[src/rtl/bso_pkg.sv]
package bso_pkg;

  // store geometry
  localparam int WORD_BITS = 64;
  localparam int NUM_WORDS = 64;
  localparam int WORD_AW   = (NUM_WORDS > 1) ? $clog2(NUM_WORDS) : 1;
  localparam int OFF_W     = $clog2(WORD_BITS);

  // payload widths
  localparam int CMD_W = 3;
  localparam int VAL_W = 12;

  // highest value the store can hold, limited to the value range
  localparam int CAP_M1  = WORD_BITS * NUM_WORDS - 1;
  localparam int VAL_MAX = 2 ** VAL_W - 1;
  localparam logic [VAL_W-1:0] TOP_CAP = VAL_W'((CAP_M1 < VAL_MAX) ? CAP_M1 : VAL_MAX);

  // configuration port
  localparam int CFG_AW = 3;
  localparam int DATA_W = 32;
  localparam logic [CFG_AW-3:0] REG_TOP_VALUE = '0;
  localparam logic [VAL_W-1:0]  TOP_RESET     = VAL_W'(4095);

  // command codes
  localparam logic [CMD_W-1:0] CMD_SET       = 3'd0;
  localparam logic [CMD_W-1:0] CMD_CLEAR     = 3'd1;
  localparam logic [CMD_W-1:0] CMD_TOGGLE    = 3'd2;
  localparam logic [CMD_W-1:0] CMD_TEST      = 3'd3;
  localparam logic [CMD_W-1:0] CMD_SET_RANGE = 3'd4;
  localparam logic [CMD_W-1:0] CMD_CLR_RANGE = 3'd5;
  localparam logic [CMD_W-1:0] CMD_CLEAR_ALL = 3'd6;

  typedef struct packed {
    logic load;   // take the input item
    logic step;   // one read-modify-write of the current word
    logic push;   // move the result into the output register
  } ctrl_cmd_t;

  typedef struct packed {
    logic rmw;        // accepted item touches the store word by word
    logic last_word;  // current word is the final one of the item
    logic out_free;   // output register can take a result
  } dp_sts_t;

  function automatic logic [VAL_W-1:0] eff_top(input logic [VAL_W-1:0] top);
    return (top < TOP_CAP) ? top : TOP_CAP;
  endfunction

endpackage

[src/rtl/bso_ctrl.sv]
module bso_ctrl (
  input  logic               clk_i,
  input  logic               rst_ni,
  input  logic               in_valid_i,
  output logic               in_ready_o,
  input  bso_pkg::dp_sts_t   sts_i,
  output bso_pkg::ctrl_cmd_t cmd_o
);

  localparam logic [1:0] ST_IDLE = 2'd0;
  localparam logic [1:0] ST_MOD  = 2'd1;
  localparam logic [1:0] ST_DONE = 2'd2;

  logic [1:0] state_q, state_d;

  always_comb begin
    state_d    = state_q;
    cmd_o      = '0;
    in_ready_o = 1'b0;
    case (state_q)
      ST_IDLE: begin
        in_ready_o = 1'b1;
        if (in_valid_i) begin
          cmd_o.load = 1'b1;
          state_d    = sts_i.rmw ? ST_MOD : ST_DONE;
        end
      end
      ST_MOD: begin
        cmd_o.step = 1'b1;
        if (sts_i.last_word) begin
          if (sts_i.out_free) begin
            cmd_o.push = 1'b1;
            state_d    = ST_IDLE;
          end else begin
            state_d = ST_DONE;
          end
        end
      end
      ST_DONE: begin
        if (sts_i.out_free) begin
          cmd_o.push = 1'b1;
          state_d    = ST_IDLE;
        end
      end
      default: begin
        state_d = ST_IDLE;
      end
    endcase
  end

  always_ff @(posedge clk_i or negedge rst_ni) begin
    if (!rst_ni) begin
      state_q <= ST_IDLE;
    end else begin
      state_q <= state_d;
    end
  end

endmodule

[config.mk]
export PLATFORM = sky130hd
export DESIGN_NAME = bso_ctrl
export DESIGN_NICKNAME = d
export VERILOG_FILES = /design/src/rtl/bso_pkg.sv /design/src/rtl/bso_ctrl.sv
export SDC_FILE = /design/constraint.sdc
export NUM_CORES = 1
export LEC_CHECK = 0
export BUFFER_PORTS_ARGS = -buffer_cell sky130_fd_sc_hd__buf_2
export CAP_MARGIN = 5
export CORE_AREA = 2 2 39 41
export DETAILED_ROUTE_END_ITERATION = 8
export DIE_AREA = 0 0 41 43
export SLEW_MARGIN = 0
export SYNTH_ARGS = -nofsm -noshare
export SYNTH_HDL_FRONTEND = slang
export SYNTH_SLANG_ARGS = --single-unit
[constraint.sdc]
create_clock -name clk_i -period 2.7 [get_ports clk_i]
set_input_delay 0.54 -clock clk_i [delete_from_list [all_inputs] [get_ports clk_i]]
set_output_delay 0.54 -clock clk_i [all_outputs]
set_load 0.01 [all_outputs]
==> impl_metrics.toml, run 1 <==
[critical_path]
cpPeakStageDelay_ns = 0.37
critical_path_required_ns = 2.16
cp-end-kind = "output pin"
cp_slowest_cell = "dfrtp_1"
worstPathCellList = "inv_1 > ha_1 > a21oi_1 > nor2_1 > buf_2"
worst-endpoint-arrival_ns = 1.26
worstSetupPathType = "reg -> out"
startpoint_type = "flip-flop"
path_max_fanout = 5

[cts]
cts_sinks = 2
post_cts_resized = 0
cts-buffers-inserted = 3
cts.reportedPaths.clkPinSlew_ns = 0.03
htree_levels = 1
cts_root_buffer = "clkbuf_4"
cts_buffer_depth = 2
worst_skew_pair.late_latency_ns = 0.22
post_cts.repair.setup_buffers = 0
cts.hold.buffers_added = 0
cts_tree = "built"

[final_layout]
largest_register_ff_count = 2
final_nets = 48
commonest_non_fill_non_tap_cell_in_the_layout = "buf_2"
most-common-layout-cells = "buf_2 (9), ha_1 (5), inv_1 (4)"
reg.largest.list = "state_q: 2 flops"
antenna_cells_inserted = 0
regMostFlops = "state_q"
area_growth_syn_to_layout_pct = 41.7
fraction_of_layout_cells_with_a_size_suffix_above_1 = 0.400

[routing]
post_detailed_route_via_to_cell_ratio = 3.84
route.detailed.drc = 0
drt_pass1_iterations = 5
drt_iter0_drcs = 8
postRouteAntennaNets = 0
vias = 196
detail_route.wl_per_cell_um = 8.55
wirelength_um = 436

[sta]
report.final.hold_viol_count = 0
maxSlewHeadroom = 0.648
grt_setup_unrepaired = "false"
setup_tns_ns = 0
tightest_slew_ns = 0.528
worst_clock_skew_ns = 0.00428
final-max-slew-violation-count = 0
fin_crit_sh = 0.665
clock.fmax_mhz = 557
post_layout_minimum_cycle_time_ns = 1.80
setup_viol = 0

[power]
power_frac_comb = 0.566
netSwitchingPower_uw = 106
power_uw = 265
power_report.internal_total_uw = 159
peakVddDrop_mv = 0.210
fraction_of_power_consumed_by_the_clock_network = 0.251
p_per_area_mw_per_mm2 = 890
total_leakage_power_uw = 0.000161
power.switching_fraction = 0.401
power_frac_seq = 0.183

[synthesis]
ys_seq_elements = 2
postSynthCellCount = 23
yosysUniqueCellTypes = 14
synth_fp_nets = 34
syn-mean-instance-area_um2 = 9.14
yosys_warnings = 0
combined_area_of_all_synthesized_cells_um2 = 210
seq_total_area_yosys = 0.238

[grt]
grt_total_usage = 0.0623
antenna_violations_before_repair = 0
grt_max_degree = 6
grt.overflow.total = 0
grt_first_pass_wirelength_um = 648
grt_pass1_vias = 178

[floorplanning]
num_io_pins = 10
die_w_um = 41
fp-row-count = 14
core-area_mm2 = 0.00138
dieArea_mm2 = 0.00176
chipHeight_um = 43
initial_utilization = 0.152

[min_path]
worst_min_delay_path_class = "in -> async"

[flow_run]
timing.max_cap.violations = 0

[outcome]
run_status = "finished clean"

[placed_design]
hpwl_um = 363
gpl.final_weighted_congestion = 0.594
port_buffers = 9
[stage by stage]
stage / util / setup WS [ns] / std cells / hold slack [ns] / area [um2]
6_report: 0.215 / 0.904 / 51 / 0.0928 / 298
5_1_grt: 0.215 / 0.792 / 51 / 0.0790 / 298
4_1_cts: 0.215 / 0.877 / 51 / 0.0862 / 298
3_5_place_dp: 0.199 / 1.11 / 48 / 0.328 / 275
3_3_place_gp: 0.199 / 1.15 / 48 / 0.328 / 275
2_1_floorplan: - / 1.18 / 23 / 0.244 / 210
[worst max-delay path: cells and delay by family (launching register included)]
family	cells	cell delay (ns)
and+or+nand+nor	1	0.07
buffers and inverters	2	0.26
DFF	1	0.37
AOI/OAI and AO/OA	1	0.08
adders and majority gates	1	0.24
[cell usage after synthesis]
cell | instances | share of area
ha_1 | 5 | 0.30
a21oi_1 | 1 | 0.024
mux2i_1 | 2 | 0.095
dfrtp_1 | 2 | 0.24
nor2b_1 | 1 | 0.030
o22ai_1 | 1 | 0.030
nor2_1 | 1 | 0.018
nand2_1 | 1 | 0.018
a222oi_1 | 1 | 0.048
inv_1 | 4 | 0.071
clkinvlp_2 | 1 | 0.024
o211ai_1 | 1 | 0.036
and2b_2 | 1 | 0.042
and2_1 | 1 | 0.030
[layout make-up]
type                    count  area [um2]
fillers                   149        1090
flip-flops and latches      2        50.0
repair buffers              9        45.0
inverters                   5        20.0
clock buffers               3        22.5
well taps                  16        20.0
multi-input cells          16         140
[final timing paths]
check	to	slack [ns]	depth (start not counted)	startpoint
worst max-delay path	cmd_o[0]	0.90	5	state_q[1]$_DFFE_PN0P_
worst min-delay path	state_q[1]$_DFFE_PN0P_	0.09	1	rst_ni
worst max register to register	state_q[0]$_DFFE_PN0P_	1.15	4	state_q[0]$_DFFE_PN0P_
worst min register to register	state_q[1]$_DFFE_PN0P_	0.63	2	state_q[1]$_DFFE_PN0P_
max in group asynchronous	state_q[0]$_DFFE_PN0P_	2.51	1	rst_ni
min in group clk_i	state_q[1]$_DFFE_PN0P_	0.63	2	state_q[1]$_DFFE_PN0P_
[power groups by stage]
stage	clock network (uW)	logic (uW)	registers (uW)
after global placement	0	149	48.7
after detailed placement	0	154	49.2
after global routing	75.7	171	50.3
after floorplan	0	109	47.5
after CTS	71.0	154	48.9
final	66.4	150	48.6
[cells by family (layout without fill, tap and decap cells)]
| kind of cell | count (synthesis) | after routing | synth area share |
|---|---|---|---|
| simple gates | 5 | 5 | 0.137 |
| compound gates | 4 | 4 | 0.137 |
| mux | 2 | 2 | 0.0952 |
| flops | 2 | 2 | 0.238 |
| fa+ha+maj | 5 | 5 | 0.298 |
| buf+inv | 5 | 17 | 0.0952 |
[layer usage]
metal  vias up  wire [um]  global-route usage
li1        102          -                   -
met5         -          0                   0
met3         0         39              0.0471
met4         0          0              0.0600
met2         7        193              0.0781
met1        87        203              0.0613
(Power assumes the default switching activity.)
==> run 2, diff against run 1 <==
- ABC_AREA: unset -> 1
- clock period: 2.7 -> 1.8 ns (I/O delays scaled with it)
==> run 2 against run 1 <==
  * Die area is the same
  * Register-to-register slack lost 0.52 ns
  * Highest routed layer unchanged
  * Sequential power grew 73%
  * Clock skew is essentially flat
  * Critical path type unchanged
  * Cell count grew 24%
  * Area after synthesis grew 17%
  * Combinational power grew 110%
  * Flip-flop and latch count is the same
==> impl_metrics.toml, run 2 <==
[outcome]
run_status = "finished clean"

[cts]
worst_skew_pair.late_latency_ns = 0.23
cts_buffer_depth = 2
cts_tree = "built"
cts.reportedPaths.clkPinSlew_ns = 0.03
cts_sinks = 2
cts-buffers-inserted = 3
post_cts_resized = 0
cts_root_buffer = "clkbuf_4"
htree_levels = 1

[final_layout]
final.fill_count = 162
regMostFlops = "state_q"
antenna_cells_inserted = 0
most-common-layout-cells = "nand2_1 (9), buf_2 (9), inv_1 (8)"
area_growth_syn_to_layout_pct = 39.8
final_nets = 60
largest_register_ff_count = 2
layout.cells.non_filler = 63
reg.largest.list = "state_q: 2 flops"
fraction_of_layout_cells_with_a_size_suffix_above_1 = 0.362

[critical_path]
cp-end-kind = "output pin"
path_max_fanout = 4
startpoint_type = "flip-flop"
critical_path_required_ns = 1.44
worst-endpoint-arrival_ns = 1.25
worstSetupPathType = "reg -> out"

[placed_design]
port_buffers = 9
place_ws_ns = 0.418
hpwl_um = 385
dp_cells = 59
gpl.final_weighted_congestion = 0.644

[synthesis]
synthArstFlopShare = 1.00
synth_top_area_frac = 0.255
synth_edf_count = 0
yosys_warnings = 0
post-synth-top-area-cell = "ha_1"
yosysMostFrequentCell = "nand2_1"
seq_total_area_yosys = 0.204
postSynthCellCount = 34
synth_top_cells_by_count = "nand2_1 (9), inv_1 (8), ha_1 (5)"
ys.flop_type = "dfrtp_1"
ys_seq_elements = 2
combined_area_of_all_synthesized_cells_um2 = 245
synth_fp_nets = 45
syn-mean-instance-area_um2 = 7.21
yosysUniqueCellTypes = 12
ys_top_cells_by_area = "ha_1 (26%), dfrtp_1 (20%), nand2_1 (14%)"

[grt]
grt.overflow.total = 0
grt_max_degree = 5
grt_pass1_vias = 230
grt_first_pass_wirelength_um = 759
antenna_violations_before_repair = 0
grt_total_usage = 0.0714

[sta]
fin_crit_sh = 0.895
slack_of_the_critical_path_ns = 0.189
worst_clock_skew_ns = 0.00456
report.final.hold_viol_count = 0
final-max-slew-violation-count = 0
final.hold.worst_slack_ns = 0.433
clock.fmax_mhz = 621
post_layout_minimum_cycle_time_ns = 1.61
tightest_slew_ns = 0.135
grt_setup_unrepaired = "false"
setup_tns_ns = 0
setup_viol = 0
maxSlewHeadroom = 0.910

[floorplanning]
fp-row-count = 14
dieArea_mm2 = 0.00176
core-area_mm2 = 0.00138
chipHeight_um = 43
num_io_pins = 10
die_w_um = 41
initial_utilization = 0.177

[power]
total_leakage_power_uw = 0.000208
power_uw = 506
peakVddDrop_mv = 0.394
p_per_area_mw_per_mm2 = 1470

[routing]
wirelength_um = 458
route.detailed.drc = 0
drt_pass1_iterations = 2
drt_iter0_drcs = 1
vias = 233
detail_route.wl_per_cell_um = 7.27
postRouteAntennaNets = 0
post_detailed_route_via_to_cell_ratio = 3.70

[flow_run]
timing.max_cap.violations = 0

[min_path]
worst_min_delay_path_class = "in -> reg"
[run 2: cell types whose count changed in the layout (fill, tap and decap cells not counted), moves of 2 or more]
cell,change
mux2i_1,-2
o21ai_1,+2
inv_1,+4
nand2_2,+2
nand2_1,+8
[run 2: area by class of cell]
class / instances / area [um2] / share of cell area
inverters: 9 / 33.8 / 0.0985
clock buffers: 3 / 22.5 / 0.0657
repair buffers: 10 / 55.1 / 0.161
flip-flops and latches: 2 / 50.0 / 0.146
multi-input cells: 23 / 161 / 0.471
well taps: 16 / 20.0 / 0.0584
[run 2: logic make-up after synthesis]
logic type / synth area share
buffers and inverters: 0.138
adders and majority gates: 0.255
and+or+nand+nor: 0.342
AOI/OAI and AO/OA: 0.0612
DFF: 0.204
[run 2: metal layers]
metal | track usage | up-vias | routed length [um]
met5 | 0 | - | 0
met1 | 0.0613 | 100 | 201
li1 | - | 127 | -
met3 | 0.0471 | 0 | 32
met2 | 0.0969 | 6 | 223
met4 | 0.0800 | 0 | 0
[run 2: worst paths after layout]
path	startpoint	end	slack, ns	cells past startpoint
worst max-delay path	state_q[0]$_DFFE_PN0P_	cmd_o[0]	0.19	5
worst max register to register	state_q[1]$_DFFE_PN0P_	state_q[0]$_DFFE_PN0P_	0.63	6
max in group asynchronous	rst_ni	state_q[0]$_DFFE_PN0P_	1.26	2
min in group asynchronous	rst_ni	state_q[1]$_DFFE_PN0P_	0.44	2
worst min-delay path	sts_i[2]	state_q[0]$_DFFE_PN0P_	0.43	3
worst min register to register	state_q[1]$_DFFE_PN0P_	state_q[1]$_DFFE_PN0P_	0.54	2
[run 2: what timing repair did]
action	in CTS	in global routing
hold buffers	1	0
endpoints found under the hold margin	2	0
setup buffers	0	0
[run 2: stage by stage]
step / utilization / area [um2]
final: 0.248 / 343
after global routing: 0.248 / 343
after CTS: 0.248 / 343
after detailed placement: 0.224 / 310
after global placement: 0.224 / 310
after floorplan: - / 245
[run 2: power by group]
group          total [uW]  internal [uW]  switching [uW]
Clock                 102           73.8            28.3
Sequential           84.3           66.0            18.3
Combinational         319            134             186
[run 2: critical path, stage by stage, from the launching register on]
cell     delay, ns
dfrtp_1       0.38
inv_1         0.09
ha_1          0.24
a21oi_1       0.14
nor2_1        0.05
buf_2         0.13
==> run 3, diff against run 2 <==
- MAX_ROUTING_LAYER: unset -> met4
==> run 3 against run 2 <==
  * Combinational power about the same
  * Via count decreased by 0.43%
  * Sequential power about the same
  * Worst setup slack got worse by 0.0013 ns
  * Maximum frequency about the same
  * Total power increased by 0.11%
  * Wire length increased by 0.44%
  * Cell count unchanged
  * Final area unchanged
  * Global-route usage increased by 0.18 points
  * Clock power about the same
==> impl_metrics.toml, run 3 (same netlist as run 2, synthesis figures left out) <==
[routing]
detail_route.wl_per_cell_um = 7.30
postRouteAntennaNets = 0
route.detailed.drc = 0
drt_iter0_drcs = 1
post_detailed_route_via_to_cell_ratio = 3.68
vias = 232
wirelength_um = 460
drt_pass1_iterations = 2

[cts]
cts_buffer_depth = 2
post_cts.repair.setup_buffers = 0
cts-buffers-inserted = 3
htree_levels = 1
cts_tree = "built"
worst_skew_pair.late_latency_ns = 0.23
post_cts_resized = 0
cts.reportedPaths.clkPinSlew_ns = 0.03
cts_sinks = 2
cts_root_buffer = "clkbuf_4"
cts.hold.buffers_added = 1

[flow_run]
timing.max_cap.violations = 0

[final_layout]
final_nets = 60
area_growth_syn_to_layout_pct = 39.8
largest_register_ff_count = 2
reg.largest.list = "state_q: 2 flops"
antenna_cells_inserted = 0
final_cell_area_um2 = 343
most-common-layout-cells = "nand2_1 (9), buf_2 (9), inv_1 (8)"
regMostFlops = "state_q"
fraction_of_layout_cells_with_a_size_suffix_above_1 = 0.362

[critical_path]
path_max_fanout = 4
worstSetupPathType = "reg -> out"
cp-end-kind = "output pin"
startpoint_type = "flip-flop"
critical_path_required_ns = 1.44
worst-endpoint-arrival_ns = 1.25

[grt]
grt_pass1_vias = 226
grt_first_pass_wirelength_um = 759
grt.overflow.total = 0
antenna_violations_before_repair = 0
grt_max_degree = 5
grt_total_usage = 0.0731

[floorplanning]
initial_utilization = 0.177
die_w_um = 41
fp-row-count = 14
dieArea_mm2 = 0.00176
num_io_pins = 10
chipHeight_um = 43
core-area_mm2 = 0.00138

[sta]
clock.fmax_mhz = 620
maxSlewHeadroom = 0.910
grt_setup_unrepaired = "false"
report.final.hold_viol_count = 0
post_layout_minimum_cycle_time_ns = 1.61
fin_crit_sh = 0.896
final-max-slew-violation-count = 0
worst_clock_skew_ns = 0.00466
setup_tns_ns = 0
setup_viol = 0
tightest_slew_ns = 0.135

[min_path]
worst_min_delay_path_class = "in -> reg"

[placed_design]
gpl.final_weighted_congestion = 0.649
hpwl_um = 385
dpl-instance-area_um2 = 310
port_buffers = 9

[power]
p_per_area_mw_per_mm2 = 1480
peakVddDrop_mv = 0.397
power_uw = 506
total_leakage_power_uw = 0.000208

[outcome]
run_status = "finished clean"
## run 3: cell counts in the layout (fill, tap and decap cells not counted)
Identical to the previous run, type by type.
## run 3: final timing paths
path                                   startpoint                endpoint  slack (ns)  cells past startpoint
max                        state_q[0]$_DFFE_PN0P_                cmd_o[0]        0.19                      5
min                                      sts_i[2]  state_q[0]$_DFFE_PN0P_        0.43                      3
max reg2reg                state_q[1]$_DFFE_PN0P_  state_q[0]$_DFFE_PN0P_        0.63                      6
min reg2reg                state_q[1]$_DFFE_PN0P_  state_q[1]$_DFFE_PN0P_        0.54                      2
max in group asynchronous                  rst_ni  state_q[0]$_DFFE_PN0P_        1.26                      2
min in group asynchronous                  rst_ni  state_q[1]$_DFFE_PN0P_        0.44                      2
## run 3: final cells by class
type                            instances  area (um2)
Multi-Input combinational cell         23         161
Inverter                                9        33.8
Tap cell                               16        20.0
Timing Repair Buffer                   10        55.1
Fill cell                             162        1040
Sequential cell                         2        50.0
Clock buffer                            3        22.5
## run 3: worst max-delay path, cell delays in order (launching register included)
cell	delay (ns)
dfrtp_1	0.38
inv_1	0.09
ha_1	0.24
a21oi_1	0.14
nor2_1	0.05
buf_2	0.13
## run 3: metal layers
metal  track usage  share of wire  vias up
met1        0.0613           0.43       96
met5             -              0        -
met4        0.0800          0.033        0
met3        0.0471          0.078        2
li1              -              -      126
met2        0.0969           0.45        8
## run 3: through the flow
stage	cells	hold slack (ns)	setup WS [ns]	utilization
finish	63	0.432	0.188	0.248
global placement	59	0.147	0.429	0.224
global route	63	0.423	0.0842	0.248
floorplan	34	0.0644	0.485	-
detailed placement	59	0.148	0.418	0.224
CTS	63	0.419	0.171	0.248
## run 3: report_power, final
part           internal [uW]  leakage (uW)  switching [uW]
clock network           73.8     0.0000138            28.7
logic                    134      0.000168             186
registers               66.0     0.0000261            18.4
total                    274      0.000208             233
